## src/design/mfau_pkg.sv

```systemverilog
// Shared types and constants for the motor feedback angle unwrap block.
// No dependencies; every other file in the design imports this package.
package mfau_pkg;

  localparam int AngleW = 13;
  localparam int SpeedW = 16;
  localparam int TempW  = 8;
  localparam int CountW = 32;
  localparam int DegW   = 36;
  localparam int SpdQW  = 24;
  localparam int RecipW = 17;

  // Shared multiplier operand and product widths
  localparam int MulAW  = 32;
  localparam int MulBW  = 23;
  localparam int ProdW  = MulAW + MulBW;

  localparam logic [RecipW-1:0] RecipOne = 17'h10000;
  localparam logic signed [MulAW-1:0] DegScale = 32'sd45;

  localparam logic signed [AngleW:0] HalfTurn  = 14'sd4096;
  localparam logic signed [AngleW:0] TurnCount = 14'sd8192;

  localparam logic OpFrame = 1'b0;
  localparam logic OpZero  = 1'b1;

  typedef struct packed {
    logic                     op;
    logic [AngleW-1:0]        angle_raw;
    logic signed [SpeedW-1:0] speed_raw;
    logic [TempW-1:0]         temperature_raw;
  } fb_item_t;

  typedef struct packed {
    logic signed [CountW-1:0] angle_count;
    logic signed [DegW-1:0]   angle_deg_q8;
    logic signed [SpdQW-1:0]  speed_q8;
    logic [TempW-1:0]         temperature;
  } res_item_t;

  typedef enum logic [2:0] {
    ST_IDLE,
    ST_UNWRAP,
    ST_MUL_R,
    ST_MUL_ANG,
    ST_MUL_SPD,
    ST_WRITE
  } seq_state_t;

endpackage

```

## src/design/mfau_if.sv

```systemverilog
// Valid/ready channel interfaces for feedback items and result items.
// Depends on mfau_pkg for the payload structs.
interface mfau_fb_if import mfau_pkg::*; ();
  logic     valid;
  logic     ready;
  fb_item_t data;

  modport source (output valid, output data, input ready);
  modport sink (input valid, input data, output ready);
endinterface

interface mfau_res_if import mfau_pkg::*; ();
  logic      valid;
  logic      ready;
  res_item_t data;

  modport source (output valid, output data, input ready);
  modport sink (input valid, input data, output ready);
endinterface

```

## src/design/mfau_mul.sv

```systemverilog
// Shared signed multiplier with a registered product.
// Depends on mfau_pkg for operand widths.
module mfau_mul import mfau_pkg::*; (
  input  logic                    clk,
  input  logic                    en,
  input  logic signed [MulAW-1:0] a,
  input  logic signed [MulBW-1:0] b,
  output logic signed [ProdW-1:0] prod
);

  logic signed [ProdW-1:0] prod_next;

  assign prod_next = ProdW'(a) * ProdW'(b);

  always_ff @(posedge clk) begin
    if (en) begin
      prod <= prod_next;
    end
  end

endmodule

```

## src/design/motor_feedback_angle_unwrap.sv

```systemverilog
// Top level: multi-turn angle unwrap and gear-ratio scaling of motor feedback.
// Depends on mfau_pkg, mfau_if (channel interfaces) and mfau_mul.
//
//   channel   | dir | handshake     | payload
//   ----------+-----+---------------+-----------------------------------------
//   feedback  | in  | valid/ready   | op, angle_raw, speed_raw, temperature_raw
//   result    | out | valid/ready   | angle_count, angle_deg_q8, speed_q8,
//             |     |               | temperature
//   cfg       | in  | cfg_we        | cfg_wdata = recip_ratio_q16
//
// A feedback frame goes from acceptance to the result register by one unwrap
// add, three passes through the one shared 32x23 multiplier (45*r, count*45r,
// speed*r) and the result load; a zero request skips the multiplier passes.
// The result register lets the next frame start while a result waits; the
// sequencer holds in its last step while the result register is still full.
// rst clears the sequencer, turn count, last angle and result valid flag.
module motor_feedback_angle_unwrap import mfau_pkg::*; (
  input  logic              clk,
  input  logic              rst,
  mfau_fb_if.sink           feedback,
  mfau_res_if.source        result,
  input  logic              cfg_we,
  input  logic [RecipW-1:0] cfg_wdata
);

  seq_state_t state, state_next;

  logic [RecipW-1:0]        recip;
  logic [RecipW-1:0]        r_eff;
  logic [AngleW-1:0]        last_angle;
  logic signed [CountW-1:0] count;
  logic                     op;
  logic [AngleW-1:0]        angle;
  logic signed [SpeedW-1:0] speed;
  logic [TempW-1:0]         temp;
  logic signed [DegW-1:0]   angle_deg;

  logic                     mul_en;
  logic signed [MulAW-1:0]  mul_a;
  logic signed [MulBW-1:0]  mul_b;
  logic signed [ProdW-1:0]  prod;

  logic signed [AngleW:0]   delta_raw;
  logic signed [AngleW:0]   delta;
  logic                     fb_take;
  logic                     res_load;

  // Saturate the reciprocal at 1.0
  assign r_eff = recip[RecipW-1] ? RecipOne : recip;

  assign fb_take  = feedback.valid && feedback.ready;
  assign res_load = (state == ST_WRITE) && (!result.valid || result.ready);

  always_comb begin
    delta_raw = signed'({1'b0, angle}) - signed'({1'b0, last_angle});
    delta     = delta_raw;
    priority if (delta_raw > HalfTurn) begin
      delta = delta_raw - TurnCount;
    end else if (delta_raw < -HalfTurn) begin
      delta = delta_raw + TurnCount;
    end else begin
      delta = delta_raw;
    end
  end

  // Next state
  always_comb begin
    state_next = state;
    unique case (state)
      ST_IDLE:    if (feedback.valid) state_next = ST_UNWRAP;
      ST_UNWRAP:  state_next = (op == OpZero) ? ST_WRITE : ST_MUL_R;
      ST_MUL_R:   state_next = ST_MUL_ANG;
      ST_MUL_ANG: state_next = ST_MUL_SPD;
      ST_MUL_SPD: state_next = ST_WRITE;
      ST_WRITE:   if (res_load) state_next = ST_IDLE;
      default:    state_next = ST_IDLE;
    endcase
  end

  // Sequencer outputs: multiplier operands and input ready
  always_comb begin
    feedback.ready = 1'b0;
    mul_en         = 1'b0;
    mul_a          = '0;
    mul_b          = '0;
    unique case (state)
      ST_IDLE: begin
        // hold off any transaction while in reset
        feedback.ready = !rst;
      end
      ST_MUL_R: begin
        mul_en = 1'b1;
        mul_a  = DegScale;
        mul_b  = signed'(MulBW'(r_eff));
      end
      ST_MUL_ANG: begin
        // prod holds 45*r, below 2^22, so its low bits are a positive operand
        mul_en = 1'b1;
        mul_a  = count;
        mul_b  = prod[MulBW-1:0];
      end
      ST_MUL_SPD: begin
        mul_en = 1'b1;
        mul_a  = {{(MulAW-SpeedW){speed[SpeedW-1]}}, speed};
        mul_b  = signed'(MulBW'(r_eff));
      end
      default: begin
      end
    endcase
  end

  mfau_mul u_mul (
    .clk  (clk),
    .en   (mul_en),
    .a    (mul_a),
    .b    (mul_b),
    .prod (prod)
  );

  always_ff @(posedge clk) begin
    if (rst) begin
      state <= ST_IDLE;
    end else begin
      state <= state_next;
    end
  end

  always_ff @(posedge clk) begin
    if (rst) begin
      recip <= RecipOne;
    end else if (cfg_we) begin
      recip <= cfg_wdata;
    end
  end

  // Capture the frame
  always_ff @(posedge clk) begin
    if (fb_take) begin
      op    <= feedback.data.op;
      angle <= feedback.data.angle_raw;
      speed <= feedback.data.speed_raw;
      temp  <= feedback.data.temperature_raw;
    end
  end

  // Unwrap; a zero request clears the count and keeps the last angle
  always_ff @(posedge clk) begin
    if (rst) begin
      count      <= '0;
      last_angle <= '0;
    end else if (state == ST_UNWRAP) begin
      if (op == OpZero) begin
        count <= '0;
      end else begin
        count      <= count + {{(CountW-AngleW-1){delta[AngleW]}}, delta};
        last_angle <= angle;
      end
    end
  end

  // Hold the angle product while the multiplier moves on to the speed
  always_ff @(posedge clk) begin
    if (state == ST_MUL_SPD) begin
      angle_deg <= prod[DegW+17:18];
    end
  end

  always_ff @(posedge clk) begin
    if (rst) begin
      result.valid <= 1'b0;
    end else if (res_load) begin
      result.valid <= 1'b1;
    end else if (result.ready) begin
      result.valid <= 1'b0;
    end
  end

  always_ff @(posedge clk) begin
    if (res_load) begin
      result.data.angle_count <= count;
      if (op == OpZero) begin
        result.data.angle_deg_q8 <= '0;
        result.data.speed_q8     <= '0;
        result.data.temperature  <= '0;
      end else begin
        result.data.angle_deg_q8 <= angle_deg;
        result.data.speed_q8     <= prod[SpdQW+7:8];
        result.data.temperature  <= temp;
      end
    end
  end

endmodule

```

## src/flat_wrapper.sv

```systemverilog
// flat-port wrapper written by rule: the top's interface ports become plain ports
module motor_feedback_angle_unwrap_flat import mfau_pkg::*;
  (clk, rst, cfg_we, cfg_wdata, feedback_valid, feedback_data, feedback_ready, result_valid, result_data, result_ready);
  mfau_fb_if feedback_i ();
  mfau_res_if result_i ();
  input  logic clk;
  input  logic rst;
  input  logic cfg_we;
  input  logic [RecipW-1:0] cfg_wdata;
  input wire logic [$bits(feedback_i.valid)-1:0] feedback_valid;
  input wire logic [$bits(feedback_i.data)-1:0] feedback_data;
  output wire logic [$bits(feedback_i.ready)-1:0] feedback_ready;
  output wire logic [$bits(result_i.valid)-1:0] result_valid;
  output wire logic [$bits(result_i.data)-1:0] result_data;
  input wire logic [$bits(result_i.ready)-1:0] result_ready;
  assign feedback_i.valid = feedback_valid;
  assign feedback_i.data = feedback_data;
  assign feedback_ready = feedback_i.ready;
  assign result_valid = result_i.valid;
  assign result_data = result_i.data;
  assign result_i.ready = result_ready;
  motor_feedback_angle_unwrap u_core (.clk(clk), .rst(rst), .feedback(feedback_i), .result(result_i), .cfg_we(cfg_we), .cfg_wdata(cfg_wdata));
endmodule
```

## config.mk

```make
export PLATFORM = sky130hd
export DESIGN_NAME = motor_feedback_angle_unwrap_flat
export DESIGN_NICKNAME = d
export VERILOG_FILES = /design/src/design/mfau_pkg.sv /design/src/design/mfau_if.sv /design/src/design/mfau_mul.sv /design/src/design/motor_feedback_angle_unwrap.sv /design/src/flat_wrapper.sv
export SDC_FILE = /design/constraint.sdc
export NUM_CORES = 2
export LEC_CHECK = 0
export ABC_AREA = 0
export ABC_CLOCK_PERIOD_IN_PS = 11600
export BUFFER_PORTS_ARGS = -buffer_cell sky130_fd_sc_hd__buf_2
export CAP_MARGIN = 10
export CORE_ASPECT_RATIO = 1.1
export CORE_MARGIN = 2
export CORE_UTILIZATION = 65
export DETAILED_ROUTE_END_ITERATION = 8
export HOLD_SLACK_MARGIN = 0.08
export PLACE_DENSITY = 0.83
export RECOVER_POWER = 100
export SETUP_SLACK_MARGIN = 0.15
export SYNTH_ARGS = -nofsm -noshare
export SYNTH_HDL_FRONTEND = slang
export SYNTH_SLANG_ARGS = --single-unit
```

## constraint.sdc

```tcl
create_clock -name clk -period 11.6 [get_ports clk]
set_clock_uncertainty 0.2 [all_clocks]
set_input_delay 1.74 -clock clk [delete_from_list [all_inputs] [get_ports clk]]
set_output_delay 1.74 -clock clk [all_outputs]
set_load 0.1 [all_outputs]
```

==> metrics.cfg <==
[outcome]
status=complete, but fails checks
violations=max-capacitance violations, max-slew violations

[cts]
cts_hold_buf=0
cts_resized=0
cts_setup_buffers=0
h-tree-depth=1
clkSinkCount=294
root_buffer=clkbuf_16
clock_latency_ps=590
numCtsBuffers=28
cts_max_path_buffers=3
cts_tree=done
clkTransAtPathRegs_ps=60

[pwr]
powerDensity_nw_per_um2=75.1
p_clk_share_pct=32.0
p_leak_nw=18.0
p_int_w=0.00198
p_switching_w=0.00102
switching_share_pct=33.9
comb_power_share_pct=25.0
ir_worst_vdd_mv=0.122
p_seq_share_pct=43.1

[yosys]
synth_edf_count=228
yosysTopAreaCell=fa_1
synth_seq_cells=294
async_reset_ff_share_pct=0
syn-num-nets=4770
yosysUniqueCellTypes=77
ys_top_cells_by_area=fa_1, edfxtp_1, inv_1, ha_1, nand2_1
ys_seq_area_share_pct=21.8
synthCells=3777
yosysWarnings=0
synth_area_um2=37400
yosysTopAreaCellShare_pct=40.0
ys.flop_type=edfxtp_1
avgSynthCellArea_um2=9.91

[final_layout]
drive_gt1_share_pct=5.07
layout_commonest_cell=inv_1
area_delta_synth_final_pct=6.74
multi_input_area_um2=25600
fin_nets=4873
num-fill-cells=4193
fin_area_um2=39900
register_area_um2=8170
layout_common_cells=inv_1, fa_1, nand2_1

[sta]
fmax_mhz=89.9
maxSlewViolCount=371
rsz0062_at_grt=false
maxSlewHeadroom_pct=-145
setup_viol=0
period_needed_ps=11120
min_period_over_period_pct=95.9
fin_tns_setup_ps=0
finalHoldViolCount=0
max_slew.worst_pin.slew_ps=3660

[worst_setup_path]
cpMaxStageDelayCell=o311ai_0
critPathBufInv=7
crit_family=compound AO/OA/AOI/OAI gates
crit_path_end_kind=flip-flop
critPathRequiredTime_ps=11730
critPathKind=flip-flop to flip-flop
worstSetupStartpointType=flip-flop
cp_max_fo=30
cp.arrival_ps=11250
slowest_delay_ps=1600

[min_path]
hold_path_class=flip-flop to flip-flop

[grt]
grt_pass1_vias=30363
grt_pass1_wl_mm=172
grt_max_degree=76
track_usage_pct=39.1
overflow=0
antenna_found_initial=4

[die]
fp-row-count=92
start_util_pct=65.5
die-area_um2=59500
core_um2=57100
die_w_um=233
pin_count=162
die_h_um=256

[placement]
dpl_cell_area_um2=39200
io_buffer_count=161
gp_routability_congestion=1.02
dpl.hpwl_mm=88.1

[flow_run]
drv_cap=9

[route]
firstDrtPassIters=6
avgRoutedWirePerCell_um=24.3
drt_wl_total_mm=113
num_vias=28641
detail_route.vias_per_cell=6.15
drcViolationCount=0
drt_iter0_markers=3162
ant_nets=0

-- cells by family (layout without fill, tap and decap cells) --
logic type | after synthesis | after routing | synth area share [%]
flip-flops | 294 | 294 | 21.8
AND/OR/NAND/NOR | 1061 | 1061 | 11.8
XOR/XNOR | 95 | 95 | 2.22
buffers and inverters | 973 | 1098 | 9.76
AO/OA/AOI/OAI | 403 | 403 | 7.67
other | 0 | 3 | 0
multiplexers | 18 | 18 | 0.482
adder cells (fa/ha/maj) | 933 | 933 | 46.2
-- state kept, by name, indices dropped and copies added (netlist names) --
signal / cells
u_core.result.data: 100
u_core.u_mul.prod: 54
u_core.angle_deg: 36
u_core.count: 32
u_core.recip: 17
u_core.speed: 16
u_core.angle: 13
u_core.last_angle: 13
u_core.temp: 8
u_core.state: 3
u_core.op: 1
u_core.result.valid: 1
-- cell type report --
type / count / share of cell area [%]
Multi-Input combinational cell: 2510 / 64.0
Sequential cell: 294 / 20.4
Inverter: 808 / 7.59
Timing Repair Buffer: 238 / 3.11
Tap cell: 752 / 2.36
Clock buffer: 38 / 1.92
Clock inverter: 14 / 0.495
Antenna cell: 3 / 0.0188
-- final timing paths --
| check | start | end | slack [ps] | cells after the start |
|---|---|---|---|---|
| setup / recovery | u_core.state[2]$_SDFFE_PP0P_ | u_core.u_mul.prod[52]$_DFFE_PP_ | 480 | 28 |
| hold / removal | u_core.u_mul.prod[48]$_DFFE_PP_ | u_core.angle_deg[30]$_DFFE_PN_ | 220 | 0 |
| setup reg to reg | u_core.state[2]$_SDFFE_PP0P_ | u_core.u_mul.prod[52]$_DFFE_PP_ | 480 | 28 |
| hold reg to reg | u_core.u_mul.prod[48]$_DFFE_PP_ | u_core.angle_deg[30]$_DFFE_PN_ | 220 | 0 |
-- metal layers --
layer / vias to the layer above / part of all wire [%] / global-route usage [%]
met5: - / 0 / 0
met4: 0 / 10 / 31.5
met3: 686 / 11 / 9.36
met2: 1968 / 46 / 60.8
met1: 14238 / 32 / 46.5
li1: 11749 / - / -
-- power by group through the flow --
stage,logic (W),clock network [W],registers (W)
4_1_cts,0.000734,0.000963,0.00128
2_1_floorplan,0.000434,0,0.00135
3_3_place_gp,0.000710,0,0.00130
3_5_place_dp,0.000727,0,0.00130
6_report,0.000749,0.000959,0.00129
5_1_grt,0.000791,0.000999,0.00129
-- cell usage after synthesis, drive strengths merged, types with 9 or more instances --
cell type  instances
inv              808
fa               748
nand2            495
nor2             388
edfxtp           228
ha               185
clkbuf           154
a21oi            107
nor2b             81
xnor2             71
a21o              66
dfxtp             66
a22oi             44
a22o              40
o21ai             40
xor2              24
and3              20
mux2i             18
o21a              18
nor3              16
o21bai            14
a211oi            12
buf               11
nand2b            11
nand3             11
o211ai             9
-- worst reg2reg max path, delay by kind of cell (launching register included) --
family	cells	cell delay, ps
simple gates	3	740
fa+ha+maj	8	3470
xor+xnor	1	100
buf+inv	7	820
flops	1	380
compound gates	9	5180
-- per-stage QoR --
stage / cells / total power, W / util [%] / hold slack, ps / worst slack (ps)
6_report: 4657 / 0.00300 / 70.0 / 218 / 479
5_1_grt: 4654 / 0.00308 / 69.9 / 226 / 348
4_1_cts: 4654 / 0.00298 / 70.4 / 216 / 1100
3_5_place_dp: 4602 / 0.00203 / 68.7 / 205 / 1160
3_3_place_gp: 4602 / 0.00201 / 68.7 / 203 / 1360
2_1_floorplan: 3777 / 0.00179 / - / 200 / 2220
(Power assumes the default switching activity.)
